**src/design/pte_pkg.sv**
```systemverilog
// ----------------------------------------------------------------------------
// pte_pkg
// Types and constants of the pulse peak and ToA extractor.
// ----------------------------------------------------------------------------
`timescale 1ns / 1ps

package pte_pkg;

  localparam int unsigned CHANNELS     = 152;
  localparam int unsigned CH_W         = 8;
  localparam int unsigned CH_AW        = $clog2(CHANNELS);
  localparam int unsigned SMP_W        = 6;
  localparam int unsigned ADC_W        = 10;
  localparam int unsigned TOA_W        = 10;
  localparam int unsigned FINE_W       = 8;
  localparam int unsigned TIME_W       = 17;
  localparam int unsigned SAMPLE_UNITS = 1000;
  localparam int unsigned COARSE_UNITS = 250;

  // one detector sample as it enters
  typedef struct packed {
    logic [CH_W-1:0]  channel;
    logic [SMP_W-1:0] smp_idx;
    logic [ADC_W-1:0] adc_code;
    logic [TOA_W-1:0] toa_raw;
    logic [TOA_W-1:0] shift_thr;
    logic             last_sample;
  } sample_t;

  // per-channel state word
  typedef struct packed {
    logic [ADC_W-1:0] baseline;
    logic [ADC_W-1:0] peak;
    logic             seen;
    logic [SMP_W-1:0] toa_sample;
    logic [TOA_W-1:0] toa_code;
  } chan_state_t;

  localparam int unsigned STATE_W = $bits(chan_state_t);

  // state memory write port
  typedef struct packed {
    logic             en;
    logic [CH_AW-1:0] addr;
    chan_state_t      data;
  } ram_wr_t;

  // finished channel, waiting for time conversion
  typedef struct packed {
    logic [CH_W-1:0]  channel;
    logic [SMP_W-1:0] toa_sample;
    logic [TOA_W-1:0] toa_code;
    logic [TOA_W-1:0] shift_thr;
    logic [ADC_W-1:0] amplitude;
  } hit_t;

  // uncorrected time plus shift decision
  typedef struct packed {
    logic [CH_W-1:0]   channel;
    logic [TIME_W-1:0] raw_time;
    logic              shift;
    logic [ADC_W-1:0]  amplitude;
  } partial_t;

endpackage

```
**src/design/pte_timing.sv**
```systemverilog
// ----------------------------------------------------------------------------
// pte_timing
// ToA code to 25 ps time: scale and threshold compare, then shift correction.
// ----------------------------------------------------------------------------
`timescale 1ns / 1ps

module pte_timing (
  input  logic                            clk_i,
  input  logic                            rst_ni,
  input  logic                            advance_i,
  input  logic                            hit_valid_i,
  input  pte_pkg::hit_t                   hit_i,
  output logic                            out_valid_o,
  output logic [pte_pkg::CH_W-1:0]        out_channel_o,
  output logic signed [pte_pkg::TIME_W-1:0] toa_time_o,
  output logic [pte_pkg::ADC_W-1:0]       peak_amplitude_o
);

  import pte_pkg::*;

  localparam logic [TIME_W-1:0] SampleScale = TIME_W'(SAMPLE_UNITS);
  localparam logic [TIME_W-1:0] CoarseScale = TIME_W'(COARSE_UNITS);

  logic              s3_valid_q;
  partial_t          s3_q;
  partial_t          s3_d;
  logic              out_valid_q;
  logic [CH_W-1:0]   out_channel_q;
  logic [TIME_W-1:0] out_time_q;
  logic [TIME_W-1:0] out_time_d;
  logic [ADC_W-1:0]  out_amp_q;

  always_comb begin
    s3_d.channel   = hit_i.channel;
    s3_d.raw_time  = TIME_W'(hit_i.toa_sample) * SampleScale
                   + TIME_W'(hit_i.toa_code[TOA_W-1:FINE_W]) * CoarseScale
                   + TIME_W'(hit_i.toa_code[FINE_W-1:0]);
    s3_d.shift     = hit_i.toa_code > hit_i.shift_thr;
    s3_d.amplitude = hit_i.amplitude;
  end

  assign out_time_d = s3_q.shift ? (s3_q.raw_time - SampleScale) : s3_q.raw_time;

  always_ff @(posedge clk_i or negedge rst_ni) begin
    if (!rst_ni) begin
      s3_valid_q  <= 1'b0;
      out_valid_q <= 1'b0;
    end else if (advance_i) begin
      s3_valid_q  <= hit_valid_i;
      out_valid_q <= s3_valid_q;
    end
  end

  always_ff @(posedge clk_i) begin
    if (advance_i) begin
      s3_q          <= s3_d;
      out_channel_q <= s3_q.channel;
      out_time_q    <= out_time_d;
      out_amp_q     <= s3_q.amplitude;
    end
  end

  assign out_valid_o      = out_valid_q;
  assign out_channel_o    = out_channel_q;
  assign toa_time_o       = $signed(out_time_q);
  assign peak_amplitude_o = out_amp_q;

endmodule

```
**config.mk**
```make
export PLATFORM = sky130hd
export DESIGN_NAME = pte_timing
export DESIGN_NICKNAME = d
export VERILOG_FILES = /design/src/design/pte_pkg.sv /design/src/design/pte_timing.sv
export SDC_FILE = /design/constraint.sdc
export NUM_CORES = 1
export LEC_CHECK = 0
export BUFFER_PORTS_ARGS = -buffer_cell sky130_fd_sc_hd__buf_4
export CORE_ASPECT_RATIO = 0.6
export CORE_MARGIN = 10
export CORE_UTILIZATION = 60
export DETAILED_ROUTE_END_ITERATION = 6
export PLACE_DENSITY_LB_ADDON = 0.1
export RECOVER_POWER = 50
export SYNTH_ARGS = -nofsm -noshare
export SYNTH_HDL_FRONTEND = slang
export SYNTH_SLANG_ARGS = --single-unit
```
**constraint.sdc**
```tcl
create_clock -name clk_i -period 3.5 [get_ports clk_i]
set_input_delay 0.175 -clock clk_i [delete_from_list [all_inputs] [get_ports clk_i]]
set_output_delay 0.175 -clock clk_i [all_outputs]
set_load 0.05 [all_outputs]
```
== After elaboration in Yosys (flattened, before gate mapping) ==
Cells that the tools add are included.

* Register bits: 73
* Bits of input ports: 48
* Output and inout port bits: 36
* Word-level logic and storage cells: 16

* Add/sub/neg operators: 3
* $mul: 2
* Order comparisons: 1
* Muxes and demuxes: 1

{| class="wikitable"
|+ Operators with widths
! kind !! count
|-
| adder 16 x 10 -> 17 bit || 1
|-
| adder 17 x 8 -> 17 bit || 1
|-
| 2-to-1 mux 17 bit || 1
|-
| subtractor 17 x 10 -> 17 bit (second input constant) || 1
|-
| multiplier 6 x 7 -> 13 bit (second input constant) || 1
|-
| greater-than comparator 10 bit || 1
|-
| multiplier 2 x 7 -> 9 bit (second input constant) || 1
|}

== Longest topological paths before layout ==
Gate-level depths: netlist of run 1.

* Depth in word-level cells: 3
* Mapped depth: 16
* Gate-level depth less buffers: 16

== Worst setup path after synthesis of run 1 ==
No wires, ideal clock.

* Path kind: input -> register
* Start point: input hit_i[30] (netlist bit)
* End point: register s3_q[26] (netlist bit) (data pin)
* Library setup time: 0.261 ns
* Arrival time: 3.682 ns
* Required time: 3.239 ns
* Path slack: -0.444 ns
* Cell stages on the path: 15
* Buffers on the path: 0
* Path through: fa_1 -> ha_1 -> inv_1 -> fa_1 -> inv_1 -> ha_1 -> inv_1 -> fa_1 -> xnor2_1 -> ha_1 -> ha_1 -> nand2_1 -> o31ai_1 -> nand4_1 -> xnor2_1

{| class="wikitable"
|+ RTL lines
! item !! line !! RTL
|-
| from (decl) || pte_timing.sv:12 || <nowiki>input pte_pkg::hit_t hit_i,</nowiki>
|-
| to (signal assigned) || pte_timing.sv:56 || <nowiki>s3_q <= s3_d;</nowiki>
|-
| to (decl) || pte_timing.sv:25 || <nowiki>partial_t s3_q;</nowiki>
|}

==> key figures, run 1 <==
Placed design
  • Post-DP HPWL: about 7 mm
  • GPL Wtd Cong: a little under 0.8
  • I/O Buffers: between 80 and 90
  • Cell Count Post-Placement: approximately 540
  • Place WS: -0.5252 ns
  • Placed instance area: 0.005380 mm^2

Yosys
  • Mapped Area: between 0.004 and 0.005 mm^2
  • Syn Area/Cell: around 13 um^2
  • Register area share after synthesis: 0.5059
  • Share of the synthesized area in the top cell type: 0.4943
  • Post-Syn Nets: between 400 and 500
  • Post-synth EDFFs: 71
  • Area leader, netlist: edfxtp_1
  • Most frequent cells after synthesis: edfxtp_1 (71), inv_1 (64), ha_1 (52)
  • Synth async-reset ratio: 0.02740
  • Synthesized instance count: 341
  • Synthesized flop and latch total: 73
  • Most frequent cell after synthesis: edfxtp_1
  • Main area contributors after synthesis: edfxtp_1 (49%), ha_1 (15%), fa_1 (8.4%), inv_1 (5.6%), xnor2_1 (3.9%)
  • Top_reg_cell synth: edfxtp_1
  • Cell variety after synth: 37
  • Synth warnings: 0

Setup path
  • CP Buf/Inv Count: 3
  • Arrival @ worst endpoint: about 3.7 ns
  • CP max stage delay: about 0.59 ns
  • Worst Path Class, Setup: in2reg
  • Slowest stage cell, crit path: fa_2
  • Crit Path Max Fanout: 3
  • Crit-path leading delay family: adder cells
  • CP endpoint kind: flip-flop
  • CP Cell Sequence: buf_8, fa_2, inv_2, fa_1, fa_1, inv_2, ha_4, nor2b_4, nor2_2, xnor2_1, ha_1, nand2_2, o31ai_4, nand4_1, xnor2_1
  • Critical Path RT: 3.57 ns
  • Crit start category: input port

Drt
  • DRT Pass-1 Iters: 7
  • DRT Wirelength: a little over 10 mm
  • Vias: a little over 3000
  • Post-route DRC: 0
  • Via-to-Cell Ratio: ~5.4
  • WL/cell: approximately 18 um
  • 1st-iter DRT viols: 275
  • Post-DRT Antenna Nets: 0

GRT
  • First-pass GRT wire length: 15.31 mm
  • Number of global-route vias before repair: ~3100
  • Initial antenna violation count: 0
  • Largest net degree at the start of global routing: 74
  • Total GRT Usage: 0.1739
  • Congestion Overflow GR: 0

Run status
  • Status: finished, violations left
  • Violated checks: max-capacitance violations, max-slew violations, negative setup slack

STA
  • Final setup margin: -0.1387 ns
  • RSZ-0062 raised after global routing: yes
  • Relative slew slack: -0.1801
  • Clk_skew: 0.003895 ns
  • Setup violations, final: 7
  • Fmax: between 0.2 and 0.3 GHz
  • Pins Over Slew Limit: 74
  • Hold Vio Cnt, Final: 0
  • Post-layout min period: between 3 and 4 ns
  • Final period utilization: 1.040
  • Tightest Pin Transition: roughly 1.8 ns

Die
  • Die height: 85.67 um
  • IO Pins: 84
  • # rows: 23
  • Die width: about 130 um
  • Die ar.: 0.01109 mm^2
  • Initial Util: 0.6324
  • Core footprint: slightly below 0.007 mm^2

Final layout
  • Nets: approximately 600
  • Design Area, Final: about 0.006 mm^2
  • Layout cells sized above 1: 0.3606
  • Final Instance Count excl. Fillers: ~560
  • # diodes: 0
  • P&R area growth vs syn: 35.74%

Clock network
  • Clock sinks: 73
  • Root Buffer: clkbuf_16
  • TritonCTS clock tree: yes
  • Worst-Skew Late Latency: between 0.3 and 0.4 ns
  • CTS Buffer Depth: 2
  • H-Tree Depth: 3
  • CTS buffer count: 9
  • Worst-path clk slew: 0.06 ns

Power
  • Overall Power: between 4000 and 5000 uW
  • Pwr/cell area: 789.6 mW/mm^2
  • Leak: 0.002656 uW
  • Max VDD drop: approximately 0.42 mV

Run
  • Max-Cap Viols: 1

Min path
  • Worst min-delay path category: in2reg
==> logic make-up (layout without fill, tap and decap cells) <==
logic type	count (synthesis)	in the layout	synth area share
AOI/OAI and AO/OA	39	39	0.05686
xor gates and xnor gates	31	31	0.06295
adders and majority gates	70	70	0.2344
buffers and inverters	65	201	0.05657
DFF	73	73	0.5059
muxes	3	3	0.007543
and+or+nand+nor	60	60	0.07572
==> cell type report <==
type | instances | area (um^2)
flip-flops and latches | 73 | 2182
multi-input cells | 203 | 2118
fillers | 337 | 965.9
repair buffers | 121 | 908.4
inverters | 64 | 240.2
clock buffers | 10 | 229.0
well taps | 87 | 108.9
clock inverters | 6 | 67.56
==> worst paths after layout <==
| kind | start | slack [ns] | cells after the start | to |
|---|---|---|---|---|
| min | hit_i[7] | 0.04 | 1 | s3_q[7]$_DFFE_PP_ |
| min in group asynchronous | rst_ni | 0.18 | 2 | out_valid_o$_DFFE_PN0P_ |
| max reg2reg | s3_q[14]$_DFFE_PP_ | 1.92 | 7 | toa_time_o[13]$_DFFE_PP_ |
| max in group asynchronous | rst_ni | 3.19 | 2 | s3_valid_q$_DFFE_PN0P_ |
| min reg2reg | s3_q[13]$_DFFE_PP_ | 0.42 | 0 | toa_time_o[2]$_DFFE_PP_ |
| max | hit_i[30] | -0.14 | 15 | s3_q[26]$_DFFE_PP_ |
==> through the flow <==
step	hold slack, ns	util	TNS [ns]
CTS	0.01822	0.8406	-0.8104
detailed placement	-0.03970	0.7888	-3.468
finish	0.04258	0.8584	-0.5883
global route	0.03800	0.8584	-1.269
floorplan	-0.1206	-	-0.8928
global placement	-0.04238	0.7888	-2.567
==> timing repair <==
| action | CTS | global route |
|---|---|---|
| endpoints found under the setup margin | 6 | 8 |
| endpoints found under the hold margin | 2 | 0 |
| pin swaps | 14 | 16 |
| gates resized for setup | 4 | 18 |
| buffers inserted | 4 | 4 |
| hold buffers | 1 | 0 |
| cloned | 0 | 0 |
==> sequential cells by signal, indices dropped and copies added, names as in the netlist <==
register / cells
peak_amplitude_o: 10
s3_valid_q: 1
toa_time_o: 17
s3_q: 36
out_valid_o: 1
out_channel_o: 8
==> cells in the final DEF, fill, tap and decap left out, drive strengths merged, types with 2 or more instances in the layout <==
| cell type | netlist | final |
|---|---|---|
| o21a | 3 | 3 |
| or3 | 3 | 3 |
| a21o | 6 | 6 |
| nor4 | 4 | 4 |
| xor2 | 12 | 12 |
| nand3 | 2 | 2 |
| ha | 52 | 52 |
| nor2 | 11 | 11 |
| o31ai | 3 | 3 |
| xnor2 | 19 | 19 |
| nor2b | 8 | 8 |
| clkbuf | 1 | 32 |
| clkinv | 0 | 2 |
| nand2 | 12 | 12 |
| edfxtp | 71 | 71 |
| a21oi | 17 | 17 |
| nand2b | 3 | 3 |
| nor3 | 7 | 7 |
| nand4 | 5 | 5 |
| inv | 64 | 65 |
| a31oi | 2 | 2 |
| fa | 18 | 18 |
| mux2 | 2 | 2 |
| buf | 0 | 98 |
| clkinvlp | 0 | 2 |
| dfrtp | 2 | 2 |
| o21ai | 4 | 4 |
| and3 | 2 | 2 |
==> where the power goes <==
| group | total, uW | internal, uW | switching (uW) | leakage (uW) |
|---|---|---|---|---|
| registers | 1320 | 1230 | 93.1 | 0.000718 |
| logic | 2410 | 1100 | 1310 | 0.00180 |
| clock network | 895 | 554 | 341 | 0.000139 |
| total | 4620 | 2880 | 1740 | 0.00266 |
==> layer usage <==
metal,GRT usage,up-vias,wire (um)
met3,0.03380,18,548
met4,0.05793,0,221
met2,0.3059,119,5181
li1,-,1440,-
met5,0,-,0
met1,0.2105,1444,4155
Note: power is estimated with default switching activity, not from simulation.
==> run 2, diff against run 1 <==
--- a/config.mk
+++ b/config.mk
@@ -7,10 +7,10 @@
 export LEC_CHECK = 0
 export BUFFER_PORTS_ARGS = -buffer_cell sky130_fd_sc_hd__buf_4
 export CORE_ASPECT_RATIO = 0.6
-export CORE_MARGIN = 10
+export CORE_MARGIN = 2
 export CORE_UTILIZATION = 60
 export DETAILED_ROUTE_END_ITERATION = 6
-export PLACE_DENSITY_LB_ADDON = 0.1
+export PLACE_DENSITY = 0.86
 export RECOVER_POWER = 50
 export SYNTH_ARGS = -nofsm -noshare
 export SYNTH_HDL_FRONTEND = slang
==> run 2 against run 1 <==
  * The run still ends with max-capacitance violations, max-slew violations, negative setup slack left
  * First-iteration DRC count decreased by 21%
  * Global-route usage increased by 6.3 points
  * Register-to-register slack got worse by 0.02 ns
  * Clock skew about the same
  * Hold slack improved by 0.0031 ns
  * Core utilization decreased by 1.2 points
  * Sequential share of layout area increased by 0.54 points
  * Sequential cell count unchanged
  * Fmax increased by 1.8%
  * Largest power group unchanged
  * Design area decreased by 1.4%
  * Critical path depth increased by 1
==> key figures, run 2 (synthesized netlist as in run 1, its figures left out) <==
Setup path
  • Crit start category: input port
  • Crit Path Max Fanout: 4 (+1)
  • Slowest stage cell, crit path: fa_1
  • CP Cell Sequence: buf_6, fa_1, buf_4, inv_2, fa_1, fa_1, inv_2, ha_4, nor2b_1, nor2_1, xnor2_1, ha_2, nand2_4, o31ai_4, nand4_1, xnor2_1
  • Arrival @ worst endpoint: 3.64 ns (-0.07 ns)
  • Cell mode on critical path: fa_1
  • Critical Path RT: 3.57 ns (about the same)
  • Worst Setup EP: s3_q[26]$_DFFE_PP_
  • Critical R2R Capture: toa_time_o[15]$_DFFE_PP_
  • Reg2reg start: s3_q[14]$_DFFE_PP_
  • Worst R2R Path Depth: 7 (unchanged)
  • Worst setup path startpoint: hit_i[30]
  • CP endpoint kind: flip-flop
  • CP max stage delay: 0.56 ns (-0.03 ns)
  • R2r setup slk: 1.90 ns (-0.02 ns)
  • Worst Path Class, Setup: in2reg

Placed design
  • Post-DP HPWL: 6.617 mm (-4.6%)
  • Placed instance area: 0.005395 mm^2 (+0.28%)
  • GPL Wtd Cong: 0.7935 (+2.6%)
  • I/O Buffers: 83 (unchanged)
  • Cell Count Post-Placement: 541 (+0.37%)

Power
  • Max VDD drop: 0.3796 mV (-10%)
  • Pwr/cell area: 768.4 mW/mm^2 (-2.7%)
  • Leak: 0.002640 uW (-0.62%)

Final layout
  • Commonest non-fill, non-tap cell in the layout: buf_4
  • Final Instance Count excl. Fillers: 561 (-0.53%)
  • Most frequent cells in the layout: buf_4 (94), edfxtp_1 (71), inv_1 (57)
  • Multi-input combinational cell area: 0.002063 mm^2 (-2.6%)
  • P&R area growth vs syn: 33.80%
  • Layout cells sized above 1: 0.3397 (-0.02092)
  • Largest Register: s3_q
  • Nets: 589 (-0.17%)
  • Design Area, Final: 0.005771 mm^2 (-1.4%)
  • Storage cell area: 0.002182 mm^2 (unchanged)
  • Max reg flops: 36 (unchanged)
  • Post-Route Utilization: 0.8461 (-0.01229)
  • # diodes: 0 (unchanged)
  • Layout filler cell count: 340 (+0.89%)

GRT
  • First-pass GRT wire length: 14.39 mm (-6.0%)
  • Largest net degree at the start of global routing: 74 (unchanged)
  • Number of global-route vias before repair: 3055 (-1.5%)
  • Congestion Overflow GR: 0 (unchanged)
  • Total GRT Usage: 0.2373 (+0.06341)
  • Initial antenna violation count: 0 (unchanged)

Clock network
  • Root Buffer: clkbuf_16
  • Clock sinks: 73 (unchanged)
  • Worst-path clk slew: 0.05 ns (about the same)
  • TritonCTS clock tree: yes
  • H-Tree Depth: 3 (unchanged)
  • CTS buffer count: 9 (unchanged)
  • CTS Buffer Depth: 2 (unchanged)
  • Worst-Skew Late Latency: 0.32 ns (about the same)

STA
  • Final setup margin: -0.07595 ns (+0.06272 ns)
  • Setup violations, final: 5 (-2)
  • Hold Vio Cnt, Final: 0 (unchanged)
  • Relative slew slack: -0.1249 (+0.05518)
  • Pins Over Slew Limit: 74 (unchanged)
  • Final period utilization: 1.022 (-0.01792)
  • Post-layout min period: 3.576 ns (-0.06272 ns)
  • Fmax: 0.2796 GHz (+1.8%)
  • Tightest Pin Transition: 1.687 ns (-0.08276 ns)
  • Clk_skew: 0.003878 ns (-0.00001787 ns)
  • RSZ-0062 raised after global routing: yes

Die
  • # rows: 23 (unchanged)
  • IO Pins: 84 (unchanged)
  • Core footprint: 0.006820 mm^2 (unchanged)
  • Die ar.: 0.007904 mm^2 (-29%)
  • Initial Util: 0.6324 (unchanged)
  • Die width: 113.5 um (-12%)
  • Die height: 69.67 um (-19%)

Drt
  • 1st-iter DRT viols: 218 (-21%)
  • Post-DRT Antenna Nets: 0 (unchanged)
  • DRT Wirelength: 8.969 mm (-11%)
  • DRT Pass-1 Iters: 4 (-3)
  • WL/cell: 15.99 um (-11%)
  • Via-to-Cell Ratio: 5.216 (-2.6%)
  • Post-route DRC: 0 (unchanged)
  • Vias: 2926 (-3.1%)

Run
  • Max-Cap Viols: 1 (unchanged)

Run status
  • Violated checks: max-capacitance violations, max-slew violations, negative setup slack
  • Status: finished, violations left

Min path
  • Worst min-delay path category: in2reg
  • Hold path cells: 1 (unchanged)
  • Worst hold start: hit_i[0]
run 2: layer usage:
layer / up-vias / share of wire / track usage
li1: 1436 / - / -
met1: 1378 / 0.42 / 0.2901
met2: 95 / 0.50 / 0.4178
met3: 17 / 0.059 / 0.05682
met4: 0 / 0.018 / 0.07588
met5: - / 0 / 0
run 2: layout make-up:
type	instances	area share
repair buffers	120	0.1561
clock inverters	4	0.008023
flip-flops and latches	73	0.3781
well taps	87	0.01886
inverters	64	0.04163
multi-input cells	203	0.3575
clock buffers	10	0.03968
run 2: how the worst min path moves through the flow:
stage	endpoint
2_1_floorplan	out_valid_o$_DFFE_PN0P_
3_3_place_gp	s3_valid_q$_DFFE_PN0P_
3_5_place_dp	out_valid_o$_DFFE_PN0P_
4_1_cts	s3_q[31]$_DFFE_PP_
5_1_grt	s3_q[4]$_DFFE_PP_
6_report	s3_q[0]$_DFFE_PP_
run 2: stage by stage:
step           total power [uW]  hold slack [ns]  setup TNS [ns]  setup slack (ns)
5_1_grt                    4682          0.03054          -1.212           -0.2544
2_1_floorplan              2707          -0.1206         -0.8928           -0.2193
3_3_place_gp               3227         -0.04369          -2.502           -0.4192
3_5_place_dp               3349         -0.04101          -3.109           -0.5181
4_1_cts                    4334          0.01948         -0.3979           -0.1367
6_report                   4434          0.04564         -0.2229          -0.07595
run 2: critical path, delay by kind of cell:
kind | cells | cell delay, ns
compound gates | 1 | 0.22
xor+xnor | 2 | 0.29
fa+ha+maj | 5 | 2.23
buf+inv | 4 | 0.30
simple gates | 4 | 0.39
run 2: report_power, final:
group	switching (uW)	internal [uW]	leakage, uW
Sequential	96.0	1230	0.000718
Combinational	1210	1050	0.00179
Clock	309	539	0.000132
Total	1610	2820	0.00264
run 2: timing repair:
item	in CTS	in global routing
buffers inserted	5	0
endpoints found under the setup margin	6	7
hold buffers	1	0
gates resized for setup	8	7
endpoints found under the hold margin	2	0
pin swaps	19	9
==> run 3, diff against run 2 <==
--- a/config.mk
+++ b/config.mk
@@ -5,10 +5,11 @@
 export SDC_FILE = /design/constraint.sdc
 export NUM_CORES = 1
 export LEC_CHECK = 0
+export ABC_AREA = 1
 export BUFFER_PORTS_ARGS = -buffer_cell sky130_fd_sc_hd__buf_4
 export CORE_ASPECT_RATIO = 0.6
 export CORE_MARGIN = 2
-export CORE_UTILIZATION = 60
+export CORE_UTILIZATION = 61
 export DETAILED_ROUTE_END_ITERATION = 6
 export PLACE_DENSITY = 0.86
 export RECOVER_POWER = 50
==> run 3 against run 2 <==
  * The run still ends with max-capacitance violations, max-slew violations, negative setup slack left
  * Sequential cell count unchanged
  * Synthesized cell count up 25%
  * Design area is 5.3% higher
  * Combinational power rose by 14%
  * Cell count increased by 16%
  * Via count is 25% higher
==> key figures, run 3 <==
Setup path
  • Worst setup path startpoint: hit_i[32]
  • Crit start category: input port
  • Reg2reg start: s3_q[23]$_DFFE_PP_
  • Critical Path RT: 3.59 ns (+0.02 ns)
  • Cell mode on critical path: inv_2
  • Crit Path Max Fanout: 4 (unchanged)
  • Arrival @ worst endpoint: 3.95 ns (+0.31 ns)
  • Crit-path leading delay family: adder cells
  • CP endpoint kind: flip-flop
  • CP Cell Sequence: buf_8, fa_2, buf_6, ha_4, inv_2, fa_1, inv_2, ha_4, inv_2, fa_2, xnor2_2, ha_1, ha_4, nand2_4, nor2_4, nand3_2, nand3_2, nand2_2, inv_2, nand3_2, nand2_1, nand2_1
  • Worst Path Class, Setup: in2reg
  • CP max stage delay: 0.61 ns (+0.05 ns)
  • CP Buf/Inv Count: 6 (+2)
  • Slowest stage cell, crit path: fa_2

Yosys
  • Synthesized flop and latch total: 73 (unchanged)
  • Share of the synthesized area in the top cell type: 0.4718 (-0.02258)
  • Most frequent cells after synthesis: inv_1 (103), edfxtp_1 (71), nand2_1 (70)
  • Post-Syn Nets: 543 (+18%)
  • Main area contributors after synthesis: edfxtp_1 (47%), ha_1 (14%), inv_1 (8.6%), fa_1 (8.0%), nand2_1 (5.8%)
  • Post-synth EDFFs: 71 (unchanged)
  • Top_reg_cell synth: edfxtp_1
  • Synth warnings: 0 (unchanged)
  • Area leader, netlist: edfxtp_1
  • Mapped Area: 0.004519 mm^2 (+4.8%)
  • Synth async-reset ratio: 0.02740 (unchanged)
  • Cell variety after synth: 28 (-24%)
  • Most frequent cell after synthesis: inv_1
  • Syn Area/Cell: 10.63 um^2 (-16%)
  • Register area share after synthesis: 0.4828 (-0.02311)
  • Synthesized instance count: 425 (+25%)

Final layout
  • Layout cells sized above 1: 0.3405 (+0.0008010)
  • Most frequent cells in the layout: inv_1 (95), buf_4 (94), edfxtp_1 (71)
  • Nets: 674 (+14%)
  • Max reg flops: 36 (unchanged)
  • Post-Route Utilization: 0.8429 (-0.003201)
  • Layout filler cell count: 355 (+4.4%)
  • Commonest non-fill, non-tap cell in the layout: inv_1
  • Design Area, Final: 0.006075 mm^2 (+5.3%)
  • P&R area growth vs syn: 34.41%
  • Largest Register: s3_q
  • # diodes: 0 (unchanged)

Clock network
  • Worst-path clk slew: 0.07 ns (+0.02 ns)
  • Worst-Skew Late Latency: 0.34 ns (+0.02 ns)
  • TritonCTS clock tree: yes
  • Clock sinks: 73 (unchanged)
  • Root Buffer: clkbuf_16
  • CTS buffer count: 9 (unchanged)
  • H-Tree Depth: 3 (unchanged)
  • CTS Buffer Depth: 2 (unchanged)

Die
  • Die width: 115.1 um (+1.5%)
  • Initial Util: 0.6271 (-0.005278)
  • Die ar.: 0.008136 mm^2 (+2.9%)
  • IO Pins: 84 (unchanged)
  • Die height: 70.68 um (+1.4%)
  • # rows: 24 (+4.3%)
  • Core footprint: 0.007207 mm^2 (+5.7%)

GRT
  • Number of global-route vias before repair: 3535 (+16%)
  • First-pass GRT wire length: 17.08 mm (+19%)
  • Initial antenna violation count: 0 (unchanged)
  • Congestion Overflow GR: 0 (unchanged)
  • Total GRT Usage: 0.2808 (+0.04348)
  • Largest net degree at the start of global routing: 76 (+2.7%)

STA
  • Clk_skew: 0.008218 ns (+0.004340 ns)
  • Pins Over Slew Limit: 76 (+2.7%)
  • Setup violations, final: 8 (+3)
  • Tightest Pin Transition: 1.804 ns (+0.1162 ns)
  • Post-layout min period: 3.865 ns (+0.2889 ns)
  • Final period utilization: 1.104 (+0.08255)
  • RSZ-0062 raised after global routing: yes
  • Final setup margin: -0.3649 ns (-0.2889 ns)
  • Hold Vio Cnt, Final: 0 (unchanged)
  • Fmax: 0.2587 GHz (-7.5%)
  • Relative slew slack: -0.2024 (-0.07746)

Placed design
  • GPL Wtd Cong: 0.8238 (+3.8%)
  • I/O Buffers: 83 (unchanged)
  • Post-DP HPWL: 7.080 mm (+7.0%)
  • Placed instance area: 0.005543 mm^2 (+2.7%)

Drt
  • Via-to-Cell Ratio: 5.600 (+7.4%)
  • DRT Wirelength: 11.95 mm (+33%)
  • DRT Pass-1 Iters: 5 (+1)
  • Post-route DRC: 0 (unchanged)
  • 1st-iter DRT viols: 361 (+66%)
  • WL/cell: 18.33 um (+15%)
  • Post-DRT Antenna Nets: 0 (unchanged)
  • Vias: 3651 (+25%)

Power
  • Overall Power: 4905 uW (+11%)
  • Pwr/cell area: 807.5 mW/mm^2 (+5.1%)
  • Leak: 0.002995 uW (+13%)
  • Max VDD drop: 0.5028 mV (+32%)

Min path
  • Worst hold start: hit_i[43]
  • Worst min-delay path category: in2reg

Run
  • Max-Cap Viols: 1 (unchanged)

Run status
  • Status: finished, violations left
  • Violated checks: max-capacitance violations, max-slew violations, negative setup slack
## run 3: per-layer routing
metal,vias to the layer above,track usage,wire [um]
met5,-,0,0
met4,0,0.1580,638
met3,61,0.05741,771
met2,181,0.4752,5945
met1,1779,0.3395,4596
li1,1630,-,-
## run 3: cell families after synthesis
logic type	after synthesis	share of synthesized area
AOI/OAI and AO/OA	25	0.03101
and+or+nand+nor	128	0.1287
xor gates and xnor gates	24	0.04651
buffers and inverters	105	0.08721
DFF	73	0.4828
adders and majority gates	70	0.2237
## run 3: what timing repair did
item                       CTS  global route
buffers inserted             8             5
gates cloned                 0             0
hold endpoints to repair     2             0
gates resized for setup      8            24
setup endpoints to repair    4             7
hold buffers                 1             0
pin swaps                   17            28
## run 3: area by class of cell
type	count	area [um^2]	share of cell area
Multi-Input combinational cell	247	2152	0.3543
Sequential cell	73	2182	0.3592
Inverter	105	394.1	0.06488
Tap cell	91	113.9	0.01874
Clock inverter	7	102.6	0.01689
Clock buffer	9	225.2	0.03708
Timing Repair Buffer	120	904.6	0.1489
## run 3: report_power, final
group	switching, uW	internal [uW]	leakage, uW
combinational	1550	1030	0.00212
clock	379	633	0.000162
sequential	96.0	1220	0.000718
total	2020	2880	0.00300
## run 3: worst paths after layout
check / cells past startpoint / slack (ns) / end
max: 22 / -0.36 / s3_q[26]$_DFFE_PP_
min: 1 / 0.03 / s3_q[35]$_DFFE_PP_
max reg2reg: 4 / 1.69 / toa_time_o[16]$_DFFE_PP_
min reg2reg: 0 / 0.42 / out_channel_o[1]$_DFFE_PP_
max in group asynchronous: 2 / 3.19 / out_valid_o$_DFFE_PN0P_
min in group asynchronous: 2 / 0.18 / s3_valid_q$_DFFE_PN0P_
## run 3: per-stage QoR
step,hold WS (ns),setup TNS (ns),worst slack (ns),std cells
final,0.03339,-1.877,-0.3649,652
after CTS,0.01236,-0.1573,-0.06899,648
after detailed placement,-0.04058,-2.677,-0.4327,623
after floorplan,-0.1206,-0.2958,-0.1000,425
after global routing,0.03166,-2.433,-0.4111,652
after global placement,-0.04313,-1.740,-0.2947,623
## run 3: worst register-to-register path: stages, from the launching register on
cell,delay [ns]
edfxtp_1,0.45
nor4_1,0.59
nand4_1,0.25
xor2_1,0.19
inv_1,0.08
